### src/design/rtsd_pkg.sv
// shared types and constants for the record table
`default_nettype none
package rtsd_pkg;

  localparam int CAPACITY   = 128;
  localparam int IDX_W      = (CAPACITY > 1) ? $clog2(CAPACITY) : 1;
  localparam int CNT_W      = $clog2(CAPACITY + 1);
  localparam int GROUP      = 16;
  localparam int GRP_W      = $clog2(GROUP);
  localparam int NUM_GROUPS = (CAPACITY + GROUP - 1) / GROUP;
  localparam int GSEL_W     = (NUM_GROUPS > 1) ? $clog2(NUM_GROUPS) : 1;
  localparam int PAD_W      = NUM_GROUPS * GROUP;

  localparam logic [1:0] CMD_INSERT = 2'd0;
  localparam logic [1:0] CMD_SEARCH = 2'd1;
  localparam logic [1:0] CMD_DELETE = 2'd2;

  localparam logic [1:0] ST_OK      = 2'd0;
  localparam logic [1:0] ST_FULL    = 2'd1;
  localparam logic [1:0] ST_MISSING = 2'd2;

  typedef struct packed {
    logic [1:0]         command;
    logic signed [31:0] record_id;
    logic [63:0]        payload;
  } req_t;

  typedef struct packed {
    logic [1:0] status;
    logic [6:0] position;
    logic [7:0] record_count;
  } res_t;

  typedef struct packed {
    logic live;
    logic capture;
    logic write;
    logic shift;
  } cell_ctl_t;

  typedef enum logic [2:0] {
    S_IDLE,
    S_MATCH,
    S_GROUP,
    S_SELECT,
    S_APPLY
  } state_t;

endpackage
`default_nettype wire

### src/design/rtsd_cell.sv
// one table entry: stored record, new-record write, key compare and shift from the upper neighbor
`default_nettype none
module rtsd_cell (
  input  wire logic              clk,
  input  wire rtsd_pkg::cell_ctl_t ctl,
  input  wire logic [31:0]       key,
  input  wire logic [31:0]       new_id,
  input  wire logic [63:0]       new_payload,
  input  wire logic [31:0]       nb_id,
  input  wire logic [63:0]       nb_payload,
  output logic      [31:0]       id,
  output logic      [63:0]       payload,
  output logic                   hit
);
  import rtsd_pkg::*;

  always_ff @(posedge clk) begin
    if (ctl.write) begin
      id      <= new_id;
      payload <= new_payload;
    end else if (ctl.shift) begin
      id      <= nb_id;
      payload <= nb_payload;
    end
  end

  always_ff @(posedge clk) begin
    if (ctl.capture) begin
      hit <= ctl.live && (id == key);
    end
  end

endmodule
`default_nettype wire

### config.mk
export PLATFORM = sky130hd
export DESIGN_NAME = rtsd_cell
export DESIGN_NICKNAME = d
export VERILOG_FILES = /design/src/design/rtsd_pkg.sv /design/src/design/rtsd_cell.sv
export SDC_FILE = /design/constraint.sdc
export NUM_CORES = 1
export LEC_CHECK = 0
export BUFFER_PORTS_ARGS = -buffer_cell sky130_fd_sc_hd__buf_2
export CAP_MARGIN = 20
export CORE_AREA = 5 5 124 126
export DETAILED_ROUTE_END_ITERATION = 10
export DIE_AREA = 0 0 129 131
export GPL_TIMING_DRIVEN = 0
export PLACE_DENSITY_LB_ADDON = 0.12
export SYNTH_ARGS = -nofsm -noshare
export SYNTH_HDL_FRONTEND = slang
export SYNTH_SLANG_ARGS = --single-unit
### constraint.sdc
create_clock -name clk -period 2.9 [get_ports clk]
set_input_delay 0.145 -clock clk [delete_from_list [all_inputs] [get_ports clk]]
set_output_delay 0.145 -clock clk [all_outputs]
set_load 0.02 [all_outputs]
-- Yosys cells after proc, flatten, opt, wreduce, memory -nomap -nowiden
Cells that the tools add are included.
- flip-flop bits (word level): 97
- logic and storage cells: 10
- output and inout bits: 97
- bits of input ports: 229
- reduce and logical (&&, ||, !) cells: 2
- mux-type cells: 4
- equality and inequality tests: 1
- operator list (cell ; number):
    64-bit two-way mux ; 2
    32-bit two-way mux ; 2
    32-bit equality test ; 1
    2-bit nonzero test ; 1
    1-bit logical AND ; 1

-- Depth between registers and ports, before layout
Gate-level depths: netlist of the first run.
- depth in word-level cells: 2
- gate-level depth with buffers: 4
- mapped depth without buffers: 4

-- Least setup slack after synthesis of the first run
OpenSTA, ideal clock, no wires.
- path type: input -> register
- start point: input port ctl[1] in the netlist's numbering
- end point: register id[0] (enable)
- data required time: 2486 ps
- setup time: 414 ps
- setup slack: 711 ps
- buffers on the path: 3
- stages: 4
- data arrival time: 1775 ps
- cell sequence: buf_2 buf_6 buf_6 or2_2
- longest elaborated chain between the ends: 1
- RTL lines (element ; line ; text):
    start, declared ; rtsd_cell.sv:5 ; input wire rtsd_pkg::cell_ctl_t ctl,
    2-bit nonzero test (no source line) ; n/a ;
    end signal, assigned ; rtsd_cell.sv:19 ; id <= new_id;
    end signal, assigned ; rtsd_cell.sv:22 ; id <= nb_id;
    end, declared ; rtsd_cell.sv:11 ; output logic [31:0] id,
Every way passes these cells.
A chain may end at the register's enable or synchronous reset.

-- Final worst setup path of the first run
- start point: input port ctl[1] in the netlist's numbering
- end point: register payload[14] (enable)
- longest elaborated chain between the ends: 1
- RTL lines (element ; line ; text):
    2-bit nonzero test (no source line) ; n/a ;
    end signal, assigned ; rtsd_cell.sv:20 ; payload <= new_payload;
    end signal, assigned ; rtsd_cell.sv:23 ; payload <= nb_payload;
    end, declared ; rtsd_cell.sv:12 ; output logic [63:0] payload,
Every way passes these cells.

==> results of run 1 <==
[flip-flops by register name, indices dropped and copies added (netlist names)]
signal	flops
payload	64
id	32
hit	1
[synthesized netlist by cell type, drive strengths merged]
cell	n	share of area, %
nand4	1	0.14
or2	1	0.14
mux2	96	24
nand3	2	0.23
xor2	31	6.1
nor3	2	0.34
edfxtp	97	66
nor4	7	0.99
buf	11	1.8
xnor2	1	0.20
[worst min path at each step]
stage                          startpoint  slack (ps)               endpoint  cells after the start
after floorplan                    ctl[2]         260          hit$_DFFE_PP_                      0
after global placement             ctl[2]         340          hit$_DFFE_PP_                      1
after detailed placement           ctl[2]         350          hit$_DFFE_PP_                      1
after CTS                       nb_id[23]          80       id[23]$_DFFE_PP_                      2
after global routing      new_payload[38]          90  payload[38]$_DFFE_PP_                      2
final                           nb_id[23]          90       id[23]$_DFFE_PP_                      2
[power by group through the flow]
| stage | registers [mW] | clock network (mW) | logic (mW) |
|---|---|---|---|
| after floorplan | 2.01 | 0 | 0.203 |
| after global placement | 1.81 | 0 | 0.763 |
| after detailed placement | 1.81 | 0 | 0.772 |
| after CTS | 1.78 | 1.19 | 0.776 |
| after global routing | 1.80 | 1.23 | 0.815 |
| final | 1.78 | 1.16 | 0.761 |
[cell type report]
| cell class | count | area share, % |
|---|---|---|
| plain buffers | 11 | 1.21 |
| well taps | 184 | 3.49 |
| clock inverters | 4 | 0.682 |
| multi-input cells | 141 | 21.9 |
| flip-flops and latches | 97 | 44.1 |
| clock buffers | 11 | 3.52 |
| repair buffers | 326 | 25.1 |
[critical path, cell delays in order]
cell and delay (ps):
buf_2 190, buf_6 200, buf_6 180, or2_4 460, buf_16 340
[kinds of logic after synthesis]
kind of cell | synth area share (%)
buffers and inverters | 1.81
DFF | 65.7
xor gates and xnor gates | 6.32
and+or+nand+nor | 1.83
muxes | 24.4
[layer usage]
metal | vias up | global-route usage, %
li1 | 1632 | -
met4 | 0 | 4.82
met3 | 10 | 5.61
met1 | 1571 | 16.1
met5 | - | 0
met2 | 199 | 27.4
[metrics by stage]
step                      util, %  setup TNS (ps)
after floorplan                 -               0
after global placement       44.3           -1410
after detailed placement     44.5               0
after CTS                    46.5               0
after global routing         46.5               0
final                        46.5               0
==> metrics, run 1 <==
FF-to-FF End=hit$_DFFE_PP_; first-pass GRT wire length=19.0 mm; largest net degree at the start of global routing=64; hold_ws=93.7 ps; register area share after synthesis=65.7%; Critical Path End=payload[14]$_DFFE_PP_; post-layout min period=1610 ps; CTS Buffer Depth=2; clk root buf=clkbuf_16; count of cell types in the netlist=13; final setup margin=1290 ps; status=finished clean; met1 wire length=4.82 mm; Syn Std Cell Area=4440 um^2; # rows=44; Pleak=2.98 nW; GPL Wtd Cong=0.732; Design Power=3.70 mW; Switching Share=26.3%; Crit path required time=2900 ps; final instance area=6610 um^2; endpoints failing setup=0; Overflow after GRT=0; number of diodes=0; Setup CP Type=input pin to flip-flop; Reg2Reg Depth=4; crit path capture type=flip-flop; via count=3412; register bit total from synthesis=97; commonest non-fill, non-tap cell in the layout=buf_2; Internal=2.72 mW; Detailed Route Iter0 Violations=111; fin nets=815; Fin. Hold Viols=0; Final ANT Viol Nets=0; postcts setup bufs=0; # fillers=1353; DIE HEIGHT=131 um; total CTS buffers=9; Sequential Power Share=48.2%; # IOs=326; Num Clock Sinks=97; Final period util=55.5%; TritonCTS clock tree=yes; Clock transition at path regs=70 ps; commonest non-fill, non-tap cells in the layout=buf_2, edfxtp_1, mux2_2; worst r2r src=id[25]$_DFFE_PP_; Detailed Routing Iterations Pass 1=4; net switching power figure=974 uW; IO Port Bufs=324; initial antenna violation count=0; multi-input logic area=1450 um^2; die width=129 um; Clock power frac=31.3%; worst-margin pin slew=519 ps; Avg Cell Area, Syn=17.8 um^2; Slew headroom=65.4%; top routing layer used=met4; vias in the first global route=3537; DR WL met2=7.13 mm; Syn-to-layout area delta=48.9%; H-tree depth=3; Startpoint Class=input pin; dpl hpwl=11.1 mm; Final Max Slew Viols=0; post_cts resized=0; Finished Layout Cells=774; Vias/cell=4.41; # DRC=0; Max Fanout on Critical Path=63; Clk Latency, worst-skew pair=340 ps; Power Density=560 nW/um^2; Global Route Usage Sum=15.0%; Combinational Power Share=20.6%; type of the most critical hold path=input pin to flip-flop; core box area=14200 um^2; crit path launch=ctl[1]; hold buffers post-CTS=1; Die ar.=16900 um^2; dpl cell area=6320 um^2; WL met3=1.68 mm; Syn Nets=478; RSZ-0062 raised after global routing=no; Setup WS pre-CTS=906 ps; register area=2910 um^2; Crit path arrival time=1610 ps; VDD IR max=0.000247 V; r2r setup slk=1300 ps; dpl cells=758; Syn Inst Count=249; clock skew=7.06 ps; max_cap viols=0; Routed WL=13.8 mm; share of cells above drive strength 1=74.9%; f_max=622 MHz; drt wl/cell=17.8 um; Starting Density=31.2%; Yosys Warn Count=0
(Power assumes the default switching activity.)
==> run 2: changes to the inputs <==
clock period = 1.65 ns   (was 2.9 ns; I/O delays follow)
==> run 2 against run 1 <==
First-iteration DRC count decreased by 36%; wire length down 1.5%; clock power up 89%; critical path type is now flip-flop to flip-flop; largest cell class unchanged; highest routed layer is now met5.
==> metrics, run 2 (same netlist as run 1, synthesis figures left out) <==
via count=3375 (-1.1%); Routed WL=13.6 mm (-1.5%); initial antenna violation count=3 (+3); Finished Core Util=46.9% (+0.41 points); Crit path required time=1820 ps (-1080 ps); IO Port Bufs=324 (unchanged); Overflow after GRT=0 (unchanged); VDD IR max=0.000375 V (+52%); Pleak=3.01 nW (+0.90%); CTS Buffer Depth=2 (unchanged); Vias/cell=4.35 (-1.3%); Setup WS pre-CTS=-369 ps (-1270 ps); worst-margin pin slew=656 ps (+137 ps); Fin Setup TNS=0 ps (unchanged); r2r setup slk=120 ps (-1180 ps); Num Clock Sinks=97 (unchanged); Final Max Slew Viols=0 (unchanged); f_max=654 MHz; total CTS buffers=9 (unchanged); Clock transition at path regs=70 ps (about the same); Syn-to-layout area delta=50.2%; # DRC=0 (unchanged); met2 Resource Use GR=26.5% (-0.88 points); Slew headroom=56.2% (-9.2 points); min-delay src=nb_payload[11]; type of the most critical hold path=input pin to flip-flop; crit path buf inv count=0 (-4); Starting Density=31.2% (unchanged); RSZ-0062 raised after global routing=no; crit path launch=id[13]$_DFFE_PP_; DIE HEIGHT=131 um (unchanged); Fin. Hold Viols=0 (unchanged); Global Route Usage Sum=15.0% (+0.025 points); clk root buf=clkbuf_16; commonest non-fill, non-tap cell in the layout=buf_2; number of diodes=0 (unchanged); Power Density=999 nW/um^2 (+78%); share of cells above drive strength 1=75.8% (+0.93 points); core box area=14200 um^2 (unchanged); Clk Latency, worst-skew pair=340 ps (about the same); Design Power=6.66 mW (+80%); clock skew=6.32 ps (-0.733 ps); worst r2r src=id[13]$_DFFE_PP_; drt wl/cell=17.5 um (-1.7%); CP max-delay cell=edfxtp_1; Die ar.=16900 um^2 (unchanged); vias in the first global route=3451 (-2.4%); TritonCTS clock tree=yes; Cell Chain, Critical Path=xor2_1 > nor4_2 > nand4_1 > nor3_2; crit path capture type=flip-flop; GPL Wtd Cong=0.846 (+16%); most used routing layer=met2; # IOs=326 (unchanged); dpl cells=758 (unchanged); Final period util=92.7%; largest net degree at the start of global routing=53 (-17%); H-tree depth=3 (unchanged); CP max stage delay=410 ps (-50 ps); met1 Use GR=15.8% (-0.29 points); Biggest register=payload; Max Fanout on Critical Path=2 (-97%); final setup margin=121 ps (-1170 ps); Final ANT Viol Nets=0 (unchanged); max FFs per register=64 (unchanged); Crit path arrival time=1700 ps (+90 ps); first-pass GRT wire length=18.8 mm (-0.80%); postcts setup bufs=0 (unchanged); status=finished clean; commonest non-fill, non-tap cells in the layout=buf_2, edfxtp_1, mux2_2; Setup CP Type=flip-flop to flip-flop; max_cap viols=0 (unchanged); # rows=44 (unchanged); die width=129 um (unchanged); endpoints failing setup=0 (unchanged); Detailed Route Iter0 Violations=71 (-36%); Top delay family on crit path=simple AND/OR/NAND/NOR gates; Detailed Routing Iterations Pass 1=4 (unchanged); Finished Layout Cells=776 (+0.26%); fin nets=816 (+0.12%); dpl hpwl=11.1 mm (-0.61%); largest registers=payload x64, id x32, hit x1; Startpoint Class=flip-flop; post-layout min period=1530 ps; GRT met3 Usage=6.42% (+0.81 points)
## run 2: repair_timing
item	CTS	global route
hold buffers	1	0
hold endpoints to repair	1	0
gates cloned	0	1
setup endpoints to repair	1	45
pin swaps	0	1
gates resized for setup	3	0
## run 2: routing by layer
layer | vias up | share of wire [%]
met2 | 196 | 51
met4 | 6 | 2.1
li1 | 1642 | -
met5 | - | 0.38
met3 | 20 | 13
met1 | 1511 | 34
## run 2: cell type report
type                    instances  area [um^2]
fillers                      1334         7540
flip-flops and latches         97         2910
repair buffers                326         1660
multi-input cells             142         1470
well taps                     184          230
clock buffers                  10          229
clock inverters                 6         82.6
plain buffers                  11         80.1
## run 2: worst register-to-register path: cells and delay by family, from the launching register on
family                    cells  cell delay [ps]
DFF                           1              410
xor gates and xnor gates      1              170
and+or+nand+nor               3              790
## run 2: stage by stage
step / hold slack (ps) / cell area [um^2]
2_1_floorplan: 195 / 4440
5_1_grt: 27.4 / 6660
3_3_place_gp: 284 / 6290
3_5_place_dp: 285 / 6320
4_1_cts: 22.2 / 6660
6_report: 42.0 / 6660
## run 2: power by group
part           switching, mW  internal (mW)  leakage [nW]
sequential             0.102           3.03         0.989
clock                  0.865           1.32         0.154
combinational          0.739          0.604          1.87
total                   1.71           4.95          3.01
## run 2: path summary, 6_finish.rpt
path | depth (start not counted) | to
setup / recovery | 4 | hit$_DFFE_PP_
hold / removal | 2 | payload[11]$_DFFE_PP_
setup reg to reg | 4 | hit$_DFFE_PP_
hold reg to reg | 3 | hit$_DFFE_PP_
