File: src/design/rtsd_pkg.sv
// shared types and constants for the record table
`default_nettype none
package rtsd_pkg;

  localparam int CAPACITY   = 128;
  localparam int IDX_W      = (CAPACITY > 1) ? $clog2(CAPACITY) : 1;
  localparam int CNT_W      = $clog2(CAPACITY + 1);
  localparam int GROUP      = 16;
  localparam int GRP_W      = $clog2(GROUP);
  localparam int NUM_GROUPS = (CAPACITY + GROUP - 1) / GROUP;
  localparam int GSEL_W     = (NUM_GROUPS > 1) ? $clog2(NUM_GROUPS) : 1;
  localparam int PAD_W      = NUM_GROUPS * GROUP;

  localparam logic [1:0] CMD_INSERT = 2'd0;
  localparam logic [1:0] CMD_SEARCH = 2'd1;
  localparam logic [1:0] CMD_DELETE = 2'd2;

  localparam logic [1:0] ST_OK      = 2'd0;
  localparam logic [1:0] ST_FULL    = 2'd1;
  localparam logic [1:0] ST_MISSING = 2'd2;

  typedef struct packed {
    logic [1:0]         command;
    logic signed [31:0] record_id;
    logic [63:0]        payload;
  } req_t;

  typedef struct packed {
    logic [1:0] status;
    logic [6:0] position;
    logic [7:0] record_count;
  } res_t;

  typedef struct packed {
    logic live;
    logic capture;
    logic write;
    logic shift;
  } cell_ctl_t;

  typedef enum logic [2:0] {
    S_IDLE,
    S_MATCH,
    S_GROUP,
    S_SELECT,
    S_APPLY
  } state_t;

endpackage
`default_nettype wire

File: src/design/rtsd_locate.sv
// two-stage first-match locator over the cell hit vector
`default_nettype none
module rtsd_locate (
  input  wire logic                          clk,
  input  wire logic [rtsd_pkg::CAPACITY-1:0] hits,
  output logic                               found,
  output logic      [rtsd_pkg::IDX_W-1:0]    index
);
  import rtsd_pkg::*;

  logic [PAD_W-1:0]      hits_pad;
  logic [NUM_GROUPS-1:0] grp_any_next;
  logic [GRP_W-1:0]      grp_first_next [NUM_GROUPS];
  logic [NUM_GROUPS-1:0] grp_any;
  logic [GRP_W-1:0]      grp_first [NUM_GROUPS];
  logic                  found_next;
  logic [IDX_W-1:0]      index_next;

  assign hits_pad = PAD_W'(hits);

  // per group: any hit and lowest hit within the group
  always_comb begin
    for (int g = 0; g < NUM_GROUPS; g++) begin
      grp_any_next[g]   = 1'b0;
      grp_first_next[g] = '0;
      for (int b = GROUP - 1; b >= 0; b--) begin
        if (hits_pad[g * GROUP + b]) begin
          grp_any_next[g]   = 1'b1;
          grp_first_next[g] = GRP_W'(b);
        end
      end
    end
  end

  always_ff @(posedge clk) begin
    grp_any   <= grp_any_next;
    grp_first <= grp_first_next;
  end

  // lowest group with a hit
  always_comb begin
    logic [GSEL_W+GRP_W-1:0] full_idx;
    full_idx   = '0;
    found_next = 1'b0;
    for (int g = NUM_GROUPS - 1; g >= 0; g--) begin
      if (grp_any[g]) begin
        found_next = 1'b1;
        full_idx   = {GSEL_W'(g), grp_first[g]};
      end
    end
    index_next = full_idx[IDX_W-1:0];
  end

  always_ff @(posedge clk) begin
    found <= found_next;
    index <= index_next;
  end

endmodule
`default_nettype wire
File: config.mk
export PLATFORM = sky130hd
export DESIGN_NAME = rtsd_locate
export DESIGN_NICKNAME = d
export VERILOG_FILES = /design/src/design/rtsd_pkg.sv /design/src/design/rtsd_locate.sv
export SDC_FILE = /design/constraint.sdc
export NUM_CORES = 1
export LEC_CHECK = 0
export BUFFER_PORTS_ARGS = -buffer_cell sky130_fd_sc_hd__buf_2
export CAP_MARGIN = 30
export CORE_MARGIN = 3
export CORE_UTILIZATION = 45
export DETAILED_ROUTE_END_ITERATION = 7
export PLACE_DENSITY = 0.77
export SYNTH_ARGS = -nofsm -noshare
export SYNTH_HDL_FRONTEND = slang
export SYNTH_SLANG_ARGS = --single-unit
export TNS_END_PERCENT = 50
File: constraint.sdc
create_clock -name clk -period 3.9 [get_ports clk]
set_input_delay 0.975 -clock clk [delete_from_list [all_inputs] [get_ports clk]]
set_output_delay 0.975 -clock clk [all_outputs]
set_load 0.03 [all_outputs]
# [Yosys cells after proc, flatten, opt, wreduce, memory -nomap -nowiden]
# Cells that the tools add are included.
[word_totals] memories=0 register_bits=48 in_bits=129 output_inout_bits=8 ramBits=0 romBits=0 latch_bits=0
[op_classes] reduce_logical=35 add_sub_neg=0 div=0 bitwise=0 n_shift=0 muxes=137 magnitude_cmp=0 n_mul=0 n_eq_ne=0
[op_table] op="$mux 4" count=65
[op_table] op="$reduce_or 15->1" count=8
[op_table] op="$mux 3" count=32
[op_table] op="$reduce_or 8->1" count=8
[op_table] op="$reduce_or 4->1" count=9
[op_table] op="$mux 2" count=16
[op_table] op="$mux 7" count=4
[op_table] op="$reduce_or 2->1" count=9
[op_table] op="$mux 1" count=17
[op_table] op="$mux 6" count=2
[op_table] op="$reduce_or 7->1" count=1
[op_table] op="$mux 5" count=1

# [Logic depth before layout (Yosys ltp)]
# Gate-level depths: netlist (run 1).
[depth] word_depth=15 mapped_depth=5

# [Worst setup path after synthesis (run 1)]
# OpenSTA, ideal clock, no wires.
[synth_timing] path_kind="input port to flip-flop" start="input port hits[25] in the netlist's numbering" end="register grp_any[1]" t_arrival_ns=1.549 slack_ns=2.213 required_time_ns=3.762 cell_stages=3 cell_sequence="nor4_1 > and3_1 > nand4_1"
[synth_between] elab_chain_len=1
[synth_lines] item="from (decl)" line="rtsd_locate.sv:5" source="input wire logic [rtsd_pkg::CAPACITY-1:0] hits,"
[synth_lines] item="$reduce_or 15->1 (no line)"
[synth_lines] item="to (signal assigned)" line="rtsd_locate.sv:36" source="grp_any <= grp_any_next;"
[synth_lines] item="to (decl)" line="rtsd_locate.sv:14" source="logic [NUM_GROUPS-1:0] grp_any;"
# Every way passes these cells.
# A chain may end at the register's enable or synchronous reset.

# [Final worst setup path (run 1)]
[layout_timing] start="register index[0] in the netlist's numbering" end="output port index[0] in the netlist's numbering"
[layout_rtl] item="from (decl)" line="rtsd_locate.sv:7" source="output logic [rtsd_pkg::IDX_W-1:0] index"
[layout_rtl] item="from (signal assigned)" line="rtsd_locate.sv:56" source="index <= index_next;"
# No word-level cell between the ends.

==> out/results.ini, run 1 <==
[detailed_routing]
drtPass1Iterations = 5
initialDrtViolationCount = 127
ant_nets = 0
viasPerCell = 5.28
finalWirelength_um = 6420
wl_per_cell_um = 11.2
vias = 3026
drc = 0

[logic_synthesis]
ys_ff_latch = 48
synth_flop_cell = dfxtp_1
avgSynthCellArea_um2 = 7.13
yosys.area.top_type_share_pct = 37.3
synth_warnings = 0
yosysSeqAreaShare_pct = 37.3
synth_area_leaders = dfxtp_1, nor2_1, a21oi_1
synth_nets = 490
synth-edff-count = 0
synth_async_sr_flop_share_pct = 0
synth_common_cells = nor2_1, dfxtp_1, nand2_1
synthesis.area_um2 = 2570
yosysUniqueCellTypes = 32
syn_inst = 361
yosys.cell_count.top_type = nor2_1
yosysTopAreaCell = dfxtp_1

[sta]
final.min_clock_period_ps = 1780
fmax_ghz = 0.560
final_hold_viol_count = 0
finalSetupTns_ps = 0
finClkSkew_ps = 4.29
fin_crit_sh_pct = 45.8
slew_viol_final = 0
rsz0062_at_grt = false
setup_viol = 0
slew_headroom_pct = 69.1
tightest_slew_ps = 460

[die]
die_w_um = 81.6
rows = 26
die_y_um = 81.6
core_region_area_um2 = 5300
start_util_pct = 48.6
ioPinCount = 137
die-area_um2 = 6670

[placement]
port_buffers = 136
detailed_place_hpwl_um = 5510
dpl_cell_area_um2 = 3330
gp_congestion = 0.823

[clock_tree]
clock_path_buffers = 2
cts_resized = 0
clk_pin_slew_ps = 80
cts_buffers = 5
cts_tree = built
hold_buffers = 0
cts-htree-levels = 2
clockRootBuffer = clkbuf_8
clock_sinks = 48
cts_setup_buffers = 0
insertion_delay_ps = 290

[power]
p_leak_nw = 1.58
ir_drop_mv = 0.186
p_per_area_nw_per_um2 = 286

[setup_path]
path_buf_inv = 1
crit_slowest_cell = dfxtp_1
worstSetupEndpointType = output pin
critical_path_peak_fanout = 1
worstPathCellList = buf_2
cp.arrival_ps = 810
critPathTopFamily = flip-flops
start_kind = register
crit_type = reg -> out
cp_slowest_stage_delay_ps = 330
cp.required_ps = 2920

[global_routing]
grt_first_pass_wirelength_um = 9960
antenna_found_initial = 0
grt_max_degree = 14
grt_pass1_vias = 2527
overflow = 0
track_usage_pct = 18.4

[job]
maxCapViolCount = 0

[outcome]
status = finished, final reports clean

[finish]
nNetsFinal = 631
final_area_um2 = 3420
layout-drive-gt1-share_pct = 28.8
antenna_cells = 0
synthToLayoutAreaGrowth_pct = 32.8

[hold_path]
hold_path.class = reg -> reg

==> worst min-delay path, cell delays in order, from the launching register on <==
cell,delay [ps]
dfxtp_1,310
o22ai_1,130
a31oi_1,50
==> worst paths after layout <==
| kind | start | to | slack, ps | cells past startpoint |
|---|---|---|---|---|
| max | index[0] | index[0] | 2120 | 1 |
| min | grp_first[24] | index[0] | 530 | 2 |
| max reg2reg | grp_any[7] | index[3] | 2560 | 4 |
| min reg2reg | grp_first[24] | index[0] | 530 | 2 |
==> per-layer routing <==
metal	routed length [um]	vias up	track usage (%)	share of wire (%)
li1	-	1596	-	-
met1	2860	1331	24.2	44
met2	3040	93	32.0	47
met3	479	6	2.74	7.5
met4	47	0	3.49	0.73
met5	0	-	0	0
==> through the flow <==
| step | total power, W | util (%) | cells | setup slack (ps) | hold WS (ps) |
|---|---|---|---|---|---|
| final | 0.000978 | 64.5 | 573 | 2120 | 534 |
| after global routing | 0.00103 | 64.5 | 573 | 2080 | 564 |
| after CTS | 0.000984 | 64.5 | 573 | 2110 | 531 |
| after detailed placement | 0.000700 | 62.8 | 565 | 1990 | 523 |
| after global placement | 0.000696 | 62.8 | 565 | 2030 | 522 |
| after floorplan | 0.000593 | - | 361 | 2210 | 469 |
==> cell type report <==
class / count / area [um^2]
Fill cell: 478 / 1880
Multi-Input combinational cell: 283 / 1500
Inverter: 28 / 105
Timing Repair Buffer: 136 / 681
Tap cell: 70 / 87.6
Sequential cell: 48 / 961
Clock buffer: 8 / 90.1
==> registers in the layout, indices dropped and copies added (netlist names) <==
signal     flops
grp_first     32
grp_any        8
index          7
found          1
==> power by group <==
part,switching (W),internal (W)
clock,0.000145,0.000145
sequential,0.00000521,0.000506
combinational,0.0000938,0.0000838
==> cells by family after synthesis <==
logic type             share of synthesized area (%)
and+or+nand+nor                                 32.7
DFF                                             37.3
AOI/OAI and AO/OA                               25.5
buffers and inverters                           4.57
==> cells in the final DEF, fill, tap and decap left out, types with 8 or more instances in the layout <==
master and n:
nand2_1 43, nand2b_1 8, o311a_1 8, inv_1 28
dfxtp_1 48, nor3_1 22, nor4_1 13, nor3b_1 8
o22ai_1 13, o21ai_0 19, o31ai_1 8, buf_2 136
nor2_1 60, nand4_1 8, a31oi_1 12, a21oi_1 35
Power figures use the tool's default switching activity.
==> run 2: changes to the inputs <==
Clock period 3.9 ns to 1.9 ns, I/O delays scaled along.
==> out/results.ini, run 2 (same netlist as run 1, synthesis figures left out) <==
[outcome]
status = finished, final reports clean  ; unchanged

[die]
die_w_um = 81.6  ; unchanged
die_y_um = 81.6  ; unchanged
die-area_um2 = 6670  ; unchanged
core_region_area_um2 = 5300  ; unchanged
ioPinCount = 137  ; unchanged
rows = 26  ; unchanged
start_util_pct = 48.6  ; unchanged

[detailed_routing]
vias = 3039  ; was 3026
ant_nets = 0  ; unchanged
drc = 0  ; unchanged
drtPass1Iterations = 4  ; was 5
finalWirelength_um = 6480  ; was 6420 um
viasPerCell = 5.31  ; was 5.28
initialDrtViolationCount = 76  ; was 127
wl_per_cell_um = 11.3  ; was 11.2 um

[sta]
slew_headroom_pct = 67.5  ; was 69.1%
finClkSkew_ps = 2.64  ; was 4.29 ps
rsz0062_at_grt = false  ; unchanged
setup_viol = 0  ; unchanged
final.min_clock_period_ps = 1340
slew_viol_final = 0  ; unchanged
finalSetupTns_ps = 0  ; unchanged
setup_ws_ps = 560  ; was 2120 ps
fin_crit_sh_pct = 70.5
final_hold_viol_count = 0  ; unchanged
fmax_ghz = 0.746
tightest_slew_ps = 483  ; was 460 ps

[placement]
detailed_place_hpwl_um = 5560  ; was 5510 um
gp_congestion = 0.814  ; was 0.823
dp_slack_ps = 464  ; was 1990 ps
port_buffers = 136  ; unchanged

[power]
ir_drop_mv = 0.298  ; was 0.186 mV
p_per_area_nw_per_um2 = 591  ; was 286 nW/um^2
p_leak_nw = 1.58  ; about the same

[clock_tree]
insertion_delay_ps = 280  ; was 290 ps
cts_tree = built  ; unchanged
cts_setup_buffers = 0  ; unchanged
cts_buffers = 5  ; unchanged
clock_sinks = 48  ; unchanged
clock_path_buffers = 2  ; unchanged
cts-htree-levels = 2  ; unchanged
cts_resized = 0  ; unchanged
clk_pin_slew_ps = 80  ; about the same
hold_buffers = 0  ; unchanged
clockRootBuffer = clkbuf_8  ; unchanged

[hold_path]
min_from = hits[112]  ; was grp_first[24]
hold_path_end = grp_first[0]  ; was index[0]
hold_path.class = in -> reg  ; was reg -> reg
whs_path_depth = 2  ; unchanged

[global_routing]
antenna_found_initial = 0  ; unchanged
grt_first_pass_wirelength_um = 10000  ; was 9960 um
grt_pass1_vias = 2555  ; was 2527
grt_max_degree = 14  ; unchanged
overflow = 0  ; unchanged
track_usage_pct = 18.4  ; about the same

[setup_path]
reg2reg_slack_ps = 560  ; was 2560 ps
cp.arrival_ps = 1560  ; was 810 ps
crit_type = reg -> reg  ; was reg -> out
critical_path_peak_fanout = 5  ; was 1
cp.required_ps = 2120  ; was 2920 ps
r2r-start = grp_any[7]  ; unchanged
reg2reg_depth = 4  ; unchanged
start_kind = register  ; unchanged
worstSetupEndpointType = register  ; was output pin
rr_endpoint = index[3]  ; unchanged

[finish]
regMostFlops = grp_first  ; unchanged
nNetsFinal = 631  ; unchanged
synthToLayoutAreaGrowth_pct = 33.1  ; was 32.8%
reg.largest.list = grp_first x32, grp_any x8, index x7  ; unchanged
largest_reg_flops = 32  ; unchanged
antenna_cells = 0  ; unchanged
final_cell_mix = buf_2, nor2_1, dfxtp_1  ; unchanged
layout-drive-gt1-share_pct = 29.1  ; was 28.8%
layout_commonest_cell = buf_2  ; unchanged

[job]
maxCapViolCount = 0  ; unchanged

==> run 2: cell count changes in the layout (fill, tap and decap cells not counted) <==
cell | previous run | this run
clkbuf_1 | 2 | 0
clkbuf_8 | 6 | 7
==> run 2: routing by layer <==
layer,up-vias,track usage (%),wire length [um]
li1,1604,-,-
met1,1332,23.1,2860
met2,99,32.9,3110
met3,4,3.84,492
met4,0,2.99,25
met5,-,0,0
==> run 2: worst max-delay path: stages, from the launching register on <==
cell	delay [ps]
dfxtp_1	410
nor2b_4	190
a221oi_1	80
or4_1	430
a31oi_1	160
==> run 2: how the worst max path moves through the flow <==
stage	startpoint	endpoint	cells after the start
2_1_floorplan	grp_any[6]	index[0]	5
3_3_place_gp	hits[88]	grp_any[5]	4
3_5_place_dp	hits[25]	grp_any[1]	4
4_1_cts	grp_any[7]	index[3]	4
5_1_grt	grp_any[7]	index[3]	4
6_report	grp_any[7]	index[3]	4
==> run 2: power by group <==
| part | switching, W | leakage [nW] | internal (W) |
|---|---|---|---|
| logic | 0.000195 | 1.14 | 0.000172 |
| registers | 0.0000104 | 0.393 | 0.00104 |
| clock network | 0.000284 | 0.0503 | 0.000324 |
| total | 0.000489 | 1.58 | 0.00153 |
==> run 2: area by class of cell <==
type / instances / area, um^2
Tap cell: 70 / 87.6
Multi-Input combinational cell: 283 / 1500
Clock buffer: 7 / 96.3
Sequential cell: 48 / 961
Timing Repair Buffer: 136 / 681
Fill cell: 476 / 1880
Inverter: 28 / 105
==> run 2: metrics by stage <==
| stage | area (um^2) | utilization, % | power, W | hold WS [ps] | instances |
|---|---|---|---|---|---|
| 6_report | 3430 | 64.6 | 0.00202 | 411 | 572 |
| 5_1_grt | 3430 | 64.6 | 0.00214 | 404 | 572 |
| 4_1_cts | 3430 | 64.6 | 0.00204 | 404 | 572 |
| 3_5_place_dp | 3330 | 62.8 | 0.00144 | 520 | 565 |
| 3_3_place_gp | 3330 | 62.8 | 0.00143 | 524 | 565 |
| 2_1_floorplan | 2570 | - | 0.00122 | 469 | 361 |
==> run 3: changes to the inputs <==
Clock period 1.9 ns to 1.3 ns, I/O delays scaled along.
==> out/results.ini, run 3 (same netlist as run 1, synthesis figures left out) <==
[power]
p_per_area_nw_per_um2 = 819  ; was 591 nW/um^2
p_leak_nw = 1.61  ; was 1.58 nW
power_w = 0.00283  ; was 0.00202 W
ir_drop_mv = 0.407  ; was 0.298 mV

[setup_path]
cp.arrival_ps = 1490  ; was 1560 ps
crit_cells = 4  ; unchanged
cp_slowest_stage_delay_ps = 470  ; was 430 ps
crit_start = grp_any[4]  ; was grp_any[7]
start_kind = register  ; unchanged
cp.required_ps = 1530  ; was 2120 ps
worstPathCellList = nand2b_4, o22ai_1, or4_1, a31oi_1  ; was nor2b_4, a221oi_1, or4_1, a31oi_1
reg2reg_slack_ps = 40  ; was 560 ps
critPathTopFamily = simple AND/OR/NAND/NOR gates  ; unchanged
rr_endpoint = index[3]  ; unchanged
critical_path_peak_fanout = 4  ; was 5
crit_type = reg -> reg  ; unchanged
worstSetupEndpointType = register  ; unchanged
critPathCapture = index[3]  ; unchanged
reg2reg_depth = 4  ; unchanged
r2r-start = grp_any[4]  ; was grp_any[7]
crit_slowest_cell = or4_1  ; unchanged
path_buf_inv = 0  ; unchanged

[finish]
nNetsFinal = 637  ; was 631
antenna_cells = 0  ; unchanged
layout-drive-gt1-share_pct = 30.4  ; was 29.1%
largest_reg_flops = 32  ; unchanged
reg.largest.list = grp_first x32, grp_any x8, index x7  ; unchanged
final_cell_mix = buf_2, nor2_1, dfxtp_1  ; unchanged
final_area_um2 = 3460  ; was 3430 um^2
layout_commonest_cell = buf_2  ; unchanged
fin_cells = 576  ; was 572
regMostFlops = grp_first  ; unchanged
synthToLayoutAreaGrowth_pct = 34.3  ; was 33.1%

[sta]
final_hold_viol_count = 0  ; unchanged
finClkSkew_ps = 3.93  ; was 2.64 ps
tightest_slew_ps = 484  ; was 483 ps
final.min_clock_period_ps = 1260  ; was 1340 ps
fmax_ghz = 0.793  ; was 0.746 GHz
slew_headroom_pct = 67.4  ; was 67.5%
rsz0062_at_grt = true  ; was false
fin_crit_sh_pct = 97.0  ; was 70.5%
slew_viol_final = 0  ; unchanged
setup_viol = 0  ; unchanged

[placement]
dpl_cell_area_um2 = 3380  ; was 3330 um^2
gp_congestion = 0.822  ; was 0.814
port_buffers = 136  ; unchanged
detailed_place_hpwl_um = 5670  ; was 5560 um
dpl.cell_count = 571  ; was 565

[global_routing]
grt_first_pass_wirelength_um = 10500  ; was 10000 um
track_usage_pct = 19.7  ; was 18.4%
overflow = 0  ; unchanged
grt_pass1_vias = 2583  ; was 2555
antenna_found_initial = 0  ; unchanged
grt_max_degree = 13  ; was 14

[clock_tree]
clock_path_buffers = 2  ; unchanged
cts_buffers = 5  ; unchanged
clock_sinks = 48  ; unchanged
insertion_delay_ps = 290  ; was 280 ps
cts-htree-levels = 2  ; unchanged
clk_pin_slew_ps = 70  ; was 80 ps
clockRootBuffer = clkbuf_8  ; unchanged
hold_buffers = 0  ; unchanged
cts_tree = built  ; unchanged

[detailed_routing]
ant_nets = 0  ; unchanged
initialDrtViolationCount = 90  ; was 76
drc = 0  ; unchanged
wl_per_cell_um = 11.5  ; was 11.3 um
viasPerCell = 5.26  ; was 5.31
finalWirelength_um = 6620  ; was 6480 um
drtPass1Iterations = 4  ; unchanged
vias = 3032  ; was 3039

[die]
rows = 26  ; unchanged
ioPinCount = 137  ; unchanged
die_y_um = 81.6  ; unchanged
start_util_pct = 48.6  ; unchanged
core_region_area_um2 = 5300  ; unchanged
die_w_um = 81.6  ; unchanged
die-area_um2 = 6670  ; unchanged

[job]
maxCapViolCount = 0  ; unchanged

[hold_path]
hold_path.class = in -> reg  ; unchanged

[outcome]
status = finished, final reports clean  ; unchanged

-- run 3: cell count changes in the layout (fill, tap and decap cells not counted), sizes merged --
cell	delta
buf	+6
clkbuf	-2
-- run 3: power by group --
part	switching (W)	internal [W]
Clock	0.000415	0.000347
Combinational	0.000283	0.000252
Sequential	0.0000185	0.00152
-- run 3: metrics by stage --
| step | util (%) | worst slack (ps) | hold slack (ps) | setup TNS (ps) |
|---|---|---|---|---|
| finish | 65.2 | 39.4 | 255 | 0 |
| global route | 65.2 | -80.0 | 252 | -96.8 |
| CTS | 65.0 | 3.74 | 248 | 0 |
| detailed placement | 63.7 | 17.0 | 523 | 0 |
| global placement | 63.7 | 67.1 | 519 | 0 |
| floorplan | - | 92.8 | 439 | 0 |
-- run 3: repair_timing --
action	CTS	global route
buffers inserted	0	0
setup endpoints to repair	0	2
gates resized for setup	0	5
-- run 3: how the worst min path moves through the flow --
stage	startpoint	endpoint	slack [ps]	cells after the start
after floorplan	hits[112]	grp_first[0]	440	1
after global placement	grp_first[25]	index[1]	520	2
after detailed placement	grp_first[22]	index[2]	520	2
after CTS	hits[0]	grp_first[28]	250	2
after global routing	hits[32]	grp_first[20]	250	2
final	hits[112]	grp_first[0]	250	2
-- run 3: cell type report --
class	count	area [um^2]
clock buffer	5	68.8
fill	487	1840
inverter	28	105
multi-input combinational	283	1510
sequential	48	963
tap	70	87.6
timing repair buffer	142	726
-- run 3: routing by layer --
metal | vias up | track usage [%] | part of all wire, % | wire (um)
met5 | - | 0 | 0 | 0
met4 | 0 | 4.65 | 0.57 | 38
met3 | 4 | 4.50 | 7.2 | 479
met2 | 95 | 34.5 | 48 | 3190
met1 | 1321 | 24.6 | 44 | 2910
li1 | 1612 | - | - | -
-- run 3: worst reg2reg max path: cells and delay by family (launching register included) --
kind            cells  cell delay [ps]
simple gates        2              610
compound gates      2              230
flops               1              360
